--- src/rtl/core/tips_pkg.sv ---
`default_nettype none
// ----------------------------------------------------------------------------
// tips_pkg
// Shared constants and types for the threshold interval pixel sort unit.
// ----------------------------------------------------------------------------
package tips_pkg;
    localparam int RUN_DEPTH_DEF = 63;
    localparam logic [1:0] MODE_LUMA = 2'd0;
    localparam logic [1:0] MODE_HUE  = 2'd1;
    localparam logic [1:0] MODE_SAT  = 2'd2;
    localparam logic [1:0] REG_MODE = 2'd0;
    localparam logic [1:0] REG_LOW  = 2'd1;
    localparam logic [1:0] REG_HIGH = 2'd2;

    typedef struct packed {
        logic load;
        logic key_start;
        logic ins_start;
        logic ins_step;
        logic drain_step;
        logic pass_out;
        logic clear;
    } t_cmd;

    typedef struct packed {
        logic key_done;
        logic admit;
        logic ins_done;
        logic full;
        logic empty;
        logic drain_last;
        logic line_end;
    } t_sts;
endpackage
`default_nettype wire

--- src/rtl/core/tips_ctrl.sv ---
`default_nettype none
// ----------------------------------------------------------------------------
// tips_ctrl
// Sequencer: key, admit test, insertion, drain and pass-through; output handshake.
// ----------------------------------------------------------------------------
module tips_ctrl import tips_pkg::*; (
    input  wire logic i_clk,
    input  wire logic i_rst_n,
    input  wire logic i_valid,
    output logic      o_stall,
    output logic      o_valid,
    input  wire logic i_stall,
    output logic      o_line_end,
    output logic      o_batch_last,
    output t_cmd      o_cmd,
    input  wire t_sts i_sts
);
    localparam logic [2:0] S_IDLE = 3'd0;
    localparam logic [2:0] S_KEY  = 3'd1;
    localparam logic [2:0] S_INS  = 3'd2;
    localparam logic [2:0] S_DRN  = 3'd3;
    localparam logic [2:0] S_PASS = 3'd4;
    localparam logic [2:0] S_WAIT = 3'd5;

    logic [2:0] r_state, n_state;
    logic r_ov, r_le, r_bl, r_pass;
    logic w_free, w_acc, w_tail;

    assign w_free = !r_ov || !i_stall;
    assign w_acc  = i_valid && !o_stall;
    assign o_stall = (r_state != S_IDLE);

    always_comb begin
        o_cmd = '0;
        n_state = r_state;
        o_cmd.load = w_acc;
        case (r_state)
            S_IDLE: if (w_acc) begin
                n_state = S_KEY;
                o_cmd.key_start = 1'b1;
            end
            S_KEY: if (i_sts.key_done) begin
                if (i_sts.admit) begin
                    n_state = S_INS;
                    o_cmd.ins_start = 1'b1;
                end else begin
                    n_state = i_sts.empty ? S_PASS : S_DRN;
                end
            end
            S_INS: begin
                o_cmd.ins_step = !i_sts.ins_done;
                if (i_sts.ins_done)
                    n_state = (i_sts.full || i_sts.line_end) ? S_DRN : S_IDLE;
            end
            S_DRN: if (w_free) begin
                o_cmd.drain_step = 1'b1;
                if (i_sts.drain_last) begin
                    o_cmd.clear = 1'b1;
                    n_state = r_pass ? S_PASS : S_WAIT;
                end
            end
            S_PASS: if (w_free) begin
                o_cmd.pass_out = 1'b1;
                n_state = S_WAIT;
            end
            S_WAIT: if (w_free) n_state = S_IDLE;
            default: n_state = S_IDLE;
        endcase
    end

    assign w_tail = o_cmd.pass_out || (!r_pass && i_sts.drain_last);

    always_ff @(posedge i_clk) begin
        if (!i_rst_n) begin
            r_state <= S_IDLE;
            r_ov    <= 1'b0;
            r_pass  <= 1'b0;
            r_le    <= 1'b0;
            r_bl    <= 1'b0;
        end else begin
            r_state <= n_state;
            if (r_state == S_KEY && i_sts.key_done) r_pass <= !i_sts.admit;
            if (o_cmd.drain_step || o_cmd.pass_out) begin
                r_ov <= 1'b1;
                r_bl <= w_tail;
                r_le <= w_tail && i_sts.line_end;
            end else if (!i_stall) r_ov <= 1'b0;
        end
    end

    assign o_valid      = r_ov;
    assign o_line_end   = r_le;
    assign o_batch_last = r_bl;

    a_out_hold: assert property (@(posedge i_clk) disable iff (!i_rst_n)
        r_ov && i_stall |=> r_ov && $stable(r_bl)) else $error("result dropped");
    a_no_accept_busy: assert property (@(posedge i_clk) disable iff (!i_rst_n)
        r_state != S_IDLE |-> !w_acc) else $error("request taken while busy");
    a_le_last: assert property (@(posedge i_clk) disable iff (!i_rst_n)
        r_ov && r_le |-> r_bl) else $error("line end off last result");
endmodule
`default_nettype wire

--- config.mk ---
export PLATFORM = sky130hd
export DESIGN_NAME = tips_ctrl
export DESIGN_NICKNAME = d
export VERILOG_FILES = /design/src/rtl/core/tips_pkg.sv /design/src/rtl/core/tips_ctrl.sv
export SDC_FILE = /design/constraint.sdc
export NUM_CORES = 1
export LEC_CHECK = 0
export BUFFER_PORTS_ARGS = -buffer_cell sky130_fd_sc_hd__buf_2
export CAP_MARGIN = 20
export CORE_MARGIN = 2
export CORE_UTILIZATION = 39
export DETAILED_ROUTE_END_ITERATION = 6
export GPL_TIMING_DRIVEN = 1
export PLACE_DENSITY = 0.67
export SLEW_MARGIN = 10
export SYNTH_ARGS = -nofsm -noshare
export SYNTH_HDL_FRONTEND = slang
export SYNTH_SLANG_ARGS = --single-unit
--- constraint.sdc ---
create_clock -name i_clk -period 1.7 [get_ports i_clk]
set_input_delay 0.34 -clock i_clk [delete_from_list [all_inputs] [get_ports i_clk]]
set_output_delay 0.34 -clock i_clk [all_outputs]
set_load 0.005 [all_outputs]
# Yosys cells after proc, flatten, opt, wreduce, memory -nomap -nowiden
# Index checks and enable logic that the tools add are counted.
# classes
n_eq_ne,13
n_mux,26
reduce_logical,17
# op_table
operator,count
3-bit 2-to-1 mux,9
3-bit case mux with 6 select lines,1
1-bit 2-to-1 mux,15
2-bit inequality test (second input constant),7
7-bit AND reduction,1
3-bit by 2-bit equality test with 1-bit output (second input constant),2
3-bit equality test (second input constant),2
1-bit logical NOT,6
1-bit logical AND,4
1-bit logical OR,4
3-bit by 1-bit equality test with 1-bit output (second input constant),1
3-bit logical NOT,1
3-bit nonzero test,1
2-bit 2-to-1 mux,1
2-bit by 1-bit inequality test with 1-bit output (second input constant),1
# word_totals
ff_bits,7
input_bits,11
wordCells,61

# Logic depth before layout (Yosys ltp)
# Gate-level depths: netlist of run 1.
# logic_depth
word_depth,6
depth_mapped,5
mapped_depth_nobuf,4

# Worst setup path before layout of run 1
# OpenSTA, ideal clock, no wires.
# synth_timing
path_kind,register -> output
from,register r_state[1]
to,output o_cmd[5] (netlist name)
arrival_ps,1132
t_required_ps,1360
slack_ps,228
path_stages_with_launch,5
n_path_buf,2
cell_sequence,dfxtp_1 buf_4 or3_1 nor2_1 buf_4
# synth_lines
item,line,text
"start, declared",tips_ctrl.sv:25,"logic [2:0] r_state, n_state;"
"start signal, assigned",tips_ctrl.sv:81,r_state <= n_state;
"end, declared",tips_ctrl.sv:15,"output t_cmd o_cmd,"

==> results of run 1 <==
sequential cells by signal (all words and copies together), names as in the netlist:
signal        count
o_batch_last      1
o_line_end        1
o_valid           1
r_pass            1
r_state           3
layout by cell type, fill, tap and decap left out, types with 2 or more instances in the layout:
cell / n
nor2b_1: 3
nand2_1: 6
o211ai_1: 2
dfxtp_4: 2
buf_4: 2
buf_2: 21
dfxtp_1: 4
clkbuf_4: 3
a21oi_1: 4
nor2_1: 6
a21boi_0: 3
inv_1: 2
power breakdown:
part | internal (mW) | switching (mW) | total (mW)
clock network | 0.0900 | 0.0674 | 0.157
logic | 0.149 | 0.128 | 0.276
registers | 0.195 | 0.0459 | 0.241
layout make-up:
type / instances / area (sq um)
fill: 146 / 594
sequential: 7 / 149
timing repair buffer: 24 / 131
tap: 15 / 18.8
inverter: 2 / 7.51
clock buffer: 4 / 26.3
multi-input combinational: 49 / 342
path summary, 6_finish.rpt:
kind | depth (start not counted) | to | slack (ns)
setup / recovery | 4 | o_cmd[5] | 0.04
hold / removal | 3 | o_line_end | 0.33
setup reg to reg | 4 | r_state[1] | 0.34
hold reg to reg | 2 | o_batch_last | 0.48
layer usage:
layer	part of all wire [%]	up-vias
met5	0	-
met4	1.9	0
met3	7.8	4
met2	44	20
met1	46	262
li1	-	277
repair_timing:
action | CTS | global route
buffers inserted | 0 | 0
pin swaps | 0 | 1
resized for setup | 2 | 9
endpoints found under the setup margin | 4 | 4
tightest hold or removal path: stages:
cell     delay (ns)
buf_2          0.10
nand2_1        0.05
o21ai_1        0.05
logic make-up after synthesis:
logic type      synth area share, %
compound gates                 26.4
buf+inv                        10.8
flops                          26.9
mux                            4.33
simple gates                   31.5
stage by stage:
step | hold slack [ns] | power, mW | TNS, ns | util (%)
floorplan | 0.473 | 0.421 | 0 | -
global placement | 0.476 | 0.482 | 0 | 48.7
detailed placement | 0.476 | 0.484 | 0 | 48.7
CTS | 0.322 | 0.648 | 0 | 51.0
global route | 0.338 | 0.722 | -0.0338 | 53.2
finish | 0.326 | 0.675 | 0 | 53.2
==> metrics.yaml, run 1 <==
drt:
  vias: 563
  ant_nets: 0
  drcViolationCount: 0
  drt_iter0_markers: 10
  drt_wl_total_um: 1250
  dr.pass1.iters: 3
  vias_per_cell: 5.57
  routedWlPerCell_um: 12.3
final_layout:
  n_antenna_cell: 0
  drive_above_1_share_pct: 45.3
  syn_to_final_growth_pct: 29.6
  fin_area_sq_um: 674
  final-instance-count-excl-fill: 101
  fin_nets: 98
global_routing:
  globalRouteMet3Util_pct: 5.00
  grt.busiest_layer: "met2"
  grtUsageTotal_pct: 18.9
  grt_pass1_vias: 466
  grt_antenna_before_repair: 0
  grt_max_degree: 15
  grt_util_met2_pct: 29.4
  grt_pass1_wl_um: 1950
  grt-ovfl-total: 0
  grtUsageMet1_pct: 22.5
place:
  io_buffers: 21
  dp_cells: 97
  gp_congestion: 0.787
  pre_cts_ws_ns: 0.199
  hpwl_um: 966
  dpl_cell_area_sq_um: 618
yosys:
  synth_top_area_cell: "dfxtp_1"
  synth_area_sq_um: 520
  ys.flop_type: "dfxtp_1"
  yosysSeqAreaShare_pct: 26.9
  netlist_top_cells_area: "dfxtp_1, buf_4, nor2_1, nor2b_1, a21boi_0"
  synth_commonest_cells: "dfxtp_1, nor2_1, nand2_1"
  ys_seq_elements: 7
  synth.top_cell.area_share_pct: 26.9
  syn-instance-count: 64
  async_reset_ff_share_pct: 0
  synth_edf_count: 0
  yosysWarnings: 0
  syn_nets: 75
  syn_area_per_cell_sq_um: 8.13
  ys_types: 33
floorplan:
  initial_core_util_pct: 41.0
  core_area_sq_um: 1270
  die_area_sq_um: 1640
  row_count: 13
  die_y_um: 40.5
  die_w_um: 40.5
  ios: 22
sta:
  rsz0062_at_grt: "yes"
  slew_headroom_pct: 80.3
  setup_viol: 0
  fin_ws_ns: 0.0429
  worstMarginPinSlew_ns: 0.293
  drv_slew: 0
  finalCritPeriodShare_pct: 97.5
  finClkSkew_ns: 0.00165
  finalHoldViolCount: 0
  max_freq_mhz: 603
  period_needed_ns: 1.66
critical_path:
  critPathMaxStageDelay_ns: 0.37
  critPathTopFamily: "simple AND/OR/NAND/NOR gates"
  cp_cell_sequence: "buf_6 > or3_4 > nor2_4 > buf_2"
  rr_startpoint: "o_valid"
  crit_arrival_ns: 1.32
  crit_required_ns: 1.36
  end_kind: "output port"
  cpMaxStageDelayCell: "dfxtp_4"
  path_class: "flop to output port"
  cp_max_fo: 8
  crit_path_start_kind: "flop"
  critPathLaunch: "r_state[0]"
  cp.buffers_inverters: 2
clocking:
  cts_htree_levels: 1
  cts_tree: "done"
  cts_hold_buf: 0
  cts_root_buf: "clkbuf_4"
  numCtsBuffers: 3
  clk_latency_ns: 0.26
  ctsLongestPathBuffers: 2
  cts_sinks: 7
  clk_pin_slew_ns: 0.05
min_path:
  min_from: "i_sts[0]"
  min_path_type: "primary input to flop"
pwr:
  p_leak_nw: 0.308
  powerDensity_nw_per_um2: 1000
  max-vdd-ir-drop_mv: 0.524
job:
  max_cap_violations: 0
run_status:
  outcome: "finished, final reports clean"
Power figures use the tool's default switching activity.
==> inputs of run 2 (changes only) <==
--- a/config.mk
+++ b/config.mk
@@ -7,10 +7,9 @@
 export LEC_CHECK = 0
 export BUFFER_PORTS_ARGS = -buffer_cell sky130_fd_sc_hd__buf_2
 export CAP_MARGIN = 20
-export CORE_MARGIN = 2
 export CORE_UTILIZATION = 39
 export DETAILED_ROUTE_END_ITERATION = 6
-export GPL_TIMING_DRIVEN = 1
+export GPL_TIMING_DRIVEN = 0
 export PLACE_DENSITY = 0.67
 export SLEW_MARGIN = 10
 export SYNTH_ARGS = -nofsm -noshare
==> run 2 against run 1 <==
  * The flow now finishes with violations (negative setup slack)
  * Sequential share of layout area shrank 3.4 points
  * Clock power down 4%
  * Hold slack better by 0.013 ns
  * Highest routed layer unchanged
==> metrics.yaml, run 2 (synthesis results as in run 1) <==
critical_path:
  cp.buffers_inverters: 3
  cp_cell_sequence: "buf_6 > or3_4 > nor2_4 > buf_6 > buf_6"
  crit_top_cell: "buf_6"
  path_class: "flop to output port"
  critPathMaxStageDelay_ns: 0.40
  rr_startpoint: "r_state[0]"
  crit_path_start_kind: "flop"
  critPathTopFamily: "simple AND/OR/NAND/NOR gates"
  crit_required_ns: 1.36
  crit_arrival_ns: 1.38
  cpMaxStageDelayCell: "or3_4"
  end_kind: "output port"
  critPathLaunch: "r_state[0]"
  cp_max_fo: 3
run_status:
  violations: "negative setup slack"
  outcome: "finished with violations"
clocking:
  clk_pin_slew_ns: 0.06
  cts_hold_buf: 0
  cts_root_buf: "clkbuf_4"
  cts_htree_levels: 1
  cts_tree: "done"
  numCtsBuffers: 3
  ctsLongestPathBuffers: 2
  clk_latency_ns: 0.25
  cts_sinks: 7
place:
  gp_congestion: 0.815
  hpwl_um: 944
  pre_cts_ws_ns: 0.0614
  io_buffers: 20
sta:
  rsz0062_at_grt: "yes"
  max_freq_mhz: 582
  finalCritPeriodShare_pct: 101
  drv_slew: 0
  setup-tns-final_ns: -0.0371
  slew_headroom_pct: 82.2
  setup_viol: 2
  finalHoldViolCount: 0
  fin_ws_ns: -0.0197
  worstMarginPinSlew_ns: 0.265
  finClkSkew_ns: 0.00565
  period_needed_ns: 1.72
pwr:
  max-vdd-ir-drop_mv: 0.445
  p_leak_nw: 0.361
  powerDensity_nw_per_um2: 1010
  power.total_mw: 0.782
floorplan:
  row_count: 12
  die_w_um: 38.5
  die_area_sq_um: 1480
  ios: 22
  die_y_um: 38.5
  core_area_sq_um: 1170
  initial_core_util_pct: 44.4
min_path:
  min_from: "i_sts[0]"
  min_path_type: "primary input to flop"
global_routing:
  grt_pass1_wl_um: 2170
  grt-ovfl-total: 0
  grt_pass1_vias: 540
  grt_antenna_before_repair: 0
  grt_max_degree: 11
  grtUsageTotal_pct: 21.7
final_layout:
  n_antenna_cell: 0
  largest_reg_flops: 3
  fin_nets: 107
  largest_register: "r_state"
  syn_to_final_growth_pct: 49.0
  drive_above_1_share_pct: 51.6
  final_common_cell: "buf_2"
  final_cell_mix: "buf_2, buf_6, buf_4"
  nFillCells: 117
drt:
  dr.pass1.iters: 4
  ant_nets: 0
  drcViolationCount: 0
  drt_iter0_markers: 22
  vias: 580
  vias_per_cell: 5.32
  routedWlPerCell_um: 12.6
  drt_wl_total_um: 1380
job:
  max_cap_violations: 0
[run 2: cell types whose count changed in the layout (fill, tap and decap cells not counted)]
cell / change
buf_2: -3
nor2_1: -2
buf_6: +7
dfxtp_4: -1
nor2_2: +2
dfxtp_1: +1
buf_4: +5
[run 2: path summary, 6_finish.rpt]
path / end / slack [ns] / cells after the start
worst min-delay path: o_line_end / 0.34 / 3
worst max-delay path: o_cmd[5] / -0.02 / 5
worst max register to register: r_state[1] / 0.29 / 4
worst min register to register: o_line_end / 0.49 / 2
[run 2: worst min-delay path, cell delays in order]
cell and delay (ns):
buf_2 0.11, nand2_1 0.05, o21ai_1 0.05
[run 2: final cells by class]
cell class	instances	area, sq um	share of cell area (%)
plain buffers	6	63.8	8.23
flip-flops and latches	7	145	18.7
multi-input cells	49	347	44.7
repair buffers	27	169	21.8
well taps	14	17.5	2.26
inverters	2	7.51	0.968
clock buffers	4	26.3	3.39
[run 2: power by group]
group	total (mW)	switching [mW]	internal, mW
clock	0.151	0.0618	0.0896
combinational	0.420	0.186	0.235
sequential	0.210	0.0174	0.193
total	0.782	0.265	0.517
[run 2: repair_timing]
action,4_1_cts,5_1_grt
gates resized for setup,12,5
endpoints found under the setup margin,3,5
pin swaps,2,2
buffers inserted,7,0
endpoints found under the hold margin,0,0
[run 2: layer usage]
metal / up-vias / track usage [%] / part of all wire (%) / wire length (um)
li1: 293 / - / - / -
met1: 262 / 25.0 / 46 / 628
met2: 23 / 35.4 / 47 / 653
met3: 2 / 4.07 / 6.2 / 85
met4: 0 / 15.5 / 0.80 / 11
met5: - / 0 / 0 / 0
[run 2: stage by stage]
step | area (sq um) | hold WS [ns] | util [%] | instances
6_report | 776 | 0.339 | 66.2 | 109
5_1_grt | 776 | 0.338 | 66.2 | 109
3_5_place_dp | 638 | 0.481 | 54.5 | 98
4_1_cts | 761 | 0.338 | 65.0 | 109
2_1_floorplan | 520 | 0.473 | - | 64
3_3_place_gp | 638 | 0.470 | 54.5 | 98
==> inputs of run 3 (changes only) <==
--- a/config.mk
+++ b/config.mk
@@ -7,10 +7,12 @@
 export LEC_CHECK = 0
 export BUFFER_PORTS_ARGS = -buffer_cell sky130_fd_sc_hd__buf_2
 export CAP_MARGIN = 20
-export CORE_UTILIZATION = 39
+export CELL_PAD_IN_SITES_DETAIL_PLACEMENT = 1
+export CELL_PAD_IN_SITES_GLOBAL_PLACEMENT = 1
+export CORE_UTILIZATION = 31
 export DETAILED_ROUTE_END_ITERATION = 6
 export GPL_TIMING_DRIVEN = 0
-export PLACE_DENSITY = 0.67
+export PLACE_DENSITY = 0.84
 export SLEW_MARGIN = 10
 export SYNTH_ARGS = -nofsm -noshare
 export SYNTH_HDL_FRONTEND = slang
==> run 3 against run 2 <==
  * The flow now finishes without violations
  * Cell area is 0.48% lower
  * Cell count increased by 2.8%
  * Clock-buffer cell count unchanged
  * Global-route usage decreased by 2.7 points
  * Non-clock buffer count grew 1
  * Sequential cell count stayed put
  * Register-to-register slack got worse by 0.05 ns
  * Worst setup slack better by 0.031 ns
  * Fmax is 1.9% higher
  * Sequential power up 3%
==> metrics.yaml, run 3 (synthesis results as in run 1) <==
floorplan:
  die_y_um: 43.0
  die_area_sq_um: 1850
  die_w_um: 43.0
  ios: 22
  core_area_sq_um: 1540
  initial_core_util_pct: 33.8
  row_count: 14
pwr:
  combPwrFrac_pct: 53.1
  p_sw_share_pct: 34.5
  intPower_mw: 0.523
  powerDensity_nw_per_um2: 1030
  seqPwrFrac_pct: 27.1
  p_leak_nw: 0.364
  max-vdd-ir-drop_mv: 0.416
  p_sw_mw: 0.275
  clkPwrFrac_pct: 19.9
sta:
  drv_slew: 0
  finClkSkew_ns: 0.00245
  period_needed_ns: 1.69
  rsz0062_at_grt: "yes"
  setup-tns-final_ns: 0
  finalHoldViolCount: 0
  finalCritPeriodShare_pct: 99.3
  max_freq_mhz: 592
  fin_ws_ns: 0.0117
  setup_viol: 0
  worstMarginPinSlew_ns: 0.292
  slew_headroom_pct: 80.3
clocking:
  cts_htree_levels: 1
  ctsLongestPathBuffers: 2
  cts_root_buf: "clkbuf_4"
  clk_pin_slew_ns: 0.05
  cts_tree: "done"
  numCtsBuffers: 3
  cts_hold_buf: 0
  clk_latency_ns: 0.26
  cts_sinks: 7
min_path:
  min_path_type: "primary input to flop"
critical_path:
  path_class: "flop to output port"
  crit_required_ns: 1.36
  cp_cell_sequence: "buf_6 > or3_4 > nor2_4 > buf_4 > buf_4"
  critPathMaxStageDelay_ns: 0.37
  crit_path_start_kind: "flop"
  crit_arrival_ns: 1.35
  cp_max_fo: 4
  end_kind: "output port"
  crit_top_cell: "buf_4"
  cpMaxStageDelayCell: "or3_4"
final_layout:
  n_antenna_cell: 0
  syn_to_final_growth_pct: 48.3
  multi_input_area_sq_um: 342
  nFillCells: 210
  largest_reg_flops: 3
  fin_nets: 108
  final_cell_mix: "buf_2, buf_4, nor2_1, nand2_1"
  post-route-util_pct: 50.1
  seq_area_sq_um: 149
  largest_register: "r_state"
  final_common_cell: "buf_2"
  drive_above_1_share_pct: 51.0
global_routing:
  grt_pass1_wl_um: 2560
  grt_antenna_before_repair: 0
  grt_pass1_vias: 594
  grt_max_degree: 11
  grt-ovfl-total: 0
  grtUsageTotal_pct: 19.0
drt:
  drcViolationCount: 0
  drt_iter0_markers: 5
  vias: 602
  vias_per_cell: 5.38
  dr.pass1.iters: 4
  drt_wl_total_um: 1620
  ant_nets: 0
  routedWlPerCell_um: 14.4
place:
  hpwl_um: 1100
  io_buffers: 20
  gp_congestion: 0.826
  pre_cts_ws_ns: 0.0738
run_status:
  outcome: "finished, final reports clean"
job:
  max_cap_violations: 0
-- run 3: cell types whose count changed in the layout (fill, tap and decap cells not counted), sizes merged --
cell,previous run,this run
buf,33,34
-- run 3: critical path: cells and delay by family (launching register included) --
kind          cells  cell delay [ns]
simple gates      2             0.46
flops             1             0.32
buf+inv           3             0.30
-- run 3: worst paths after layout --
check,start,end,slack (ns),cells past startpoint
min reg2reg,o_batch_last,o_batch_last,0.48,2
max,r_state[0],o_cmd[5],0.01,5
min,i_sts[0],o_line_end,0.36,3
max reg2reg,o_valid,r_state[1],0.24,4
-- run 3: through the flow --
stage	std cells	hold WS, ns	total power [mW]	cell area [sq um]
2_1_floorplan	64	0.473	0.421	520
3_3_place_gp	100	0.477	0.503	641
3_5_place_dp	100	0.482	0.511	641
4_1_cts	105	0.348	0.739	714
5_1_grt	112	0.372	0.853	772
6_report	112	0.360	0.798	772
-- run 3: routing by layer --
metal  wire [um]  vias to the layer above  share of wire, %  GRT usage (%)
met4          67                        0               4.1           14.5
met2         788                       21                49           31.8
met1         682                      280                42           21.5
li1            -                      294                 -              -
met5           0                        -                 0              0
met3          79                        7               4.9           2.55
-- run 3: power by group through the flow --
stage               Sequential (mW)  Combinational, mW  Clock (mW)
detailed placement            0.218              0.293           0
global placement              0.217              0.286           0
global route                  0.220              0.461       0.172
finish                        0.216              0.423       0.158
CTS                           0.216              0.356       0.167
floorplan                     0.213              0.208           0
-- run 3: area by class of cell --
type | count | area share, %
Multi-Input combinational cell | 49 | 44.2
Inverter | 2 | 0.972
Tap cell | 16 | 2.59
Clock buffer | 4 | 3.40
Buffer | 5 | 5.83
Sequential cell | 7 | 19.3
Timing Repair Buffer | 29 | 23.7
-- run 3: what timing repair did --
item | in CTS | in global routing
setup endpoints to repair | 3 | 5
resized for setup | 10 | 2
setup buffers | 2 | 7
pin swaps | 1 | 2
endpoints found under the hold margin | 0 | 0
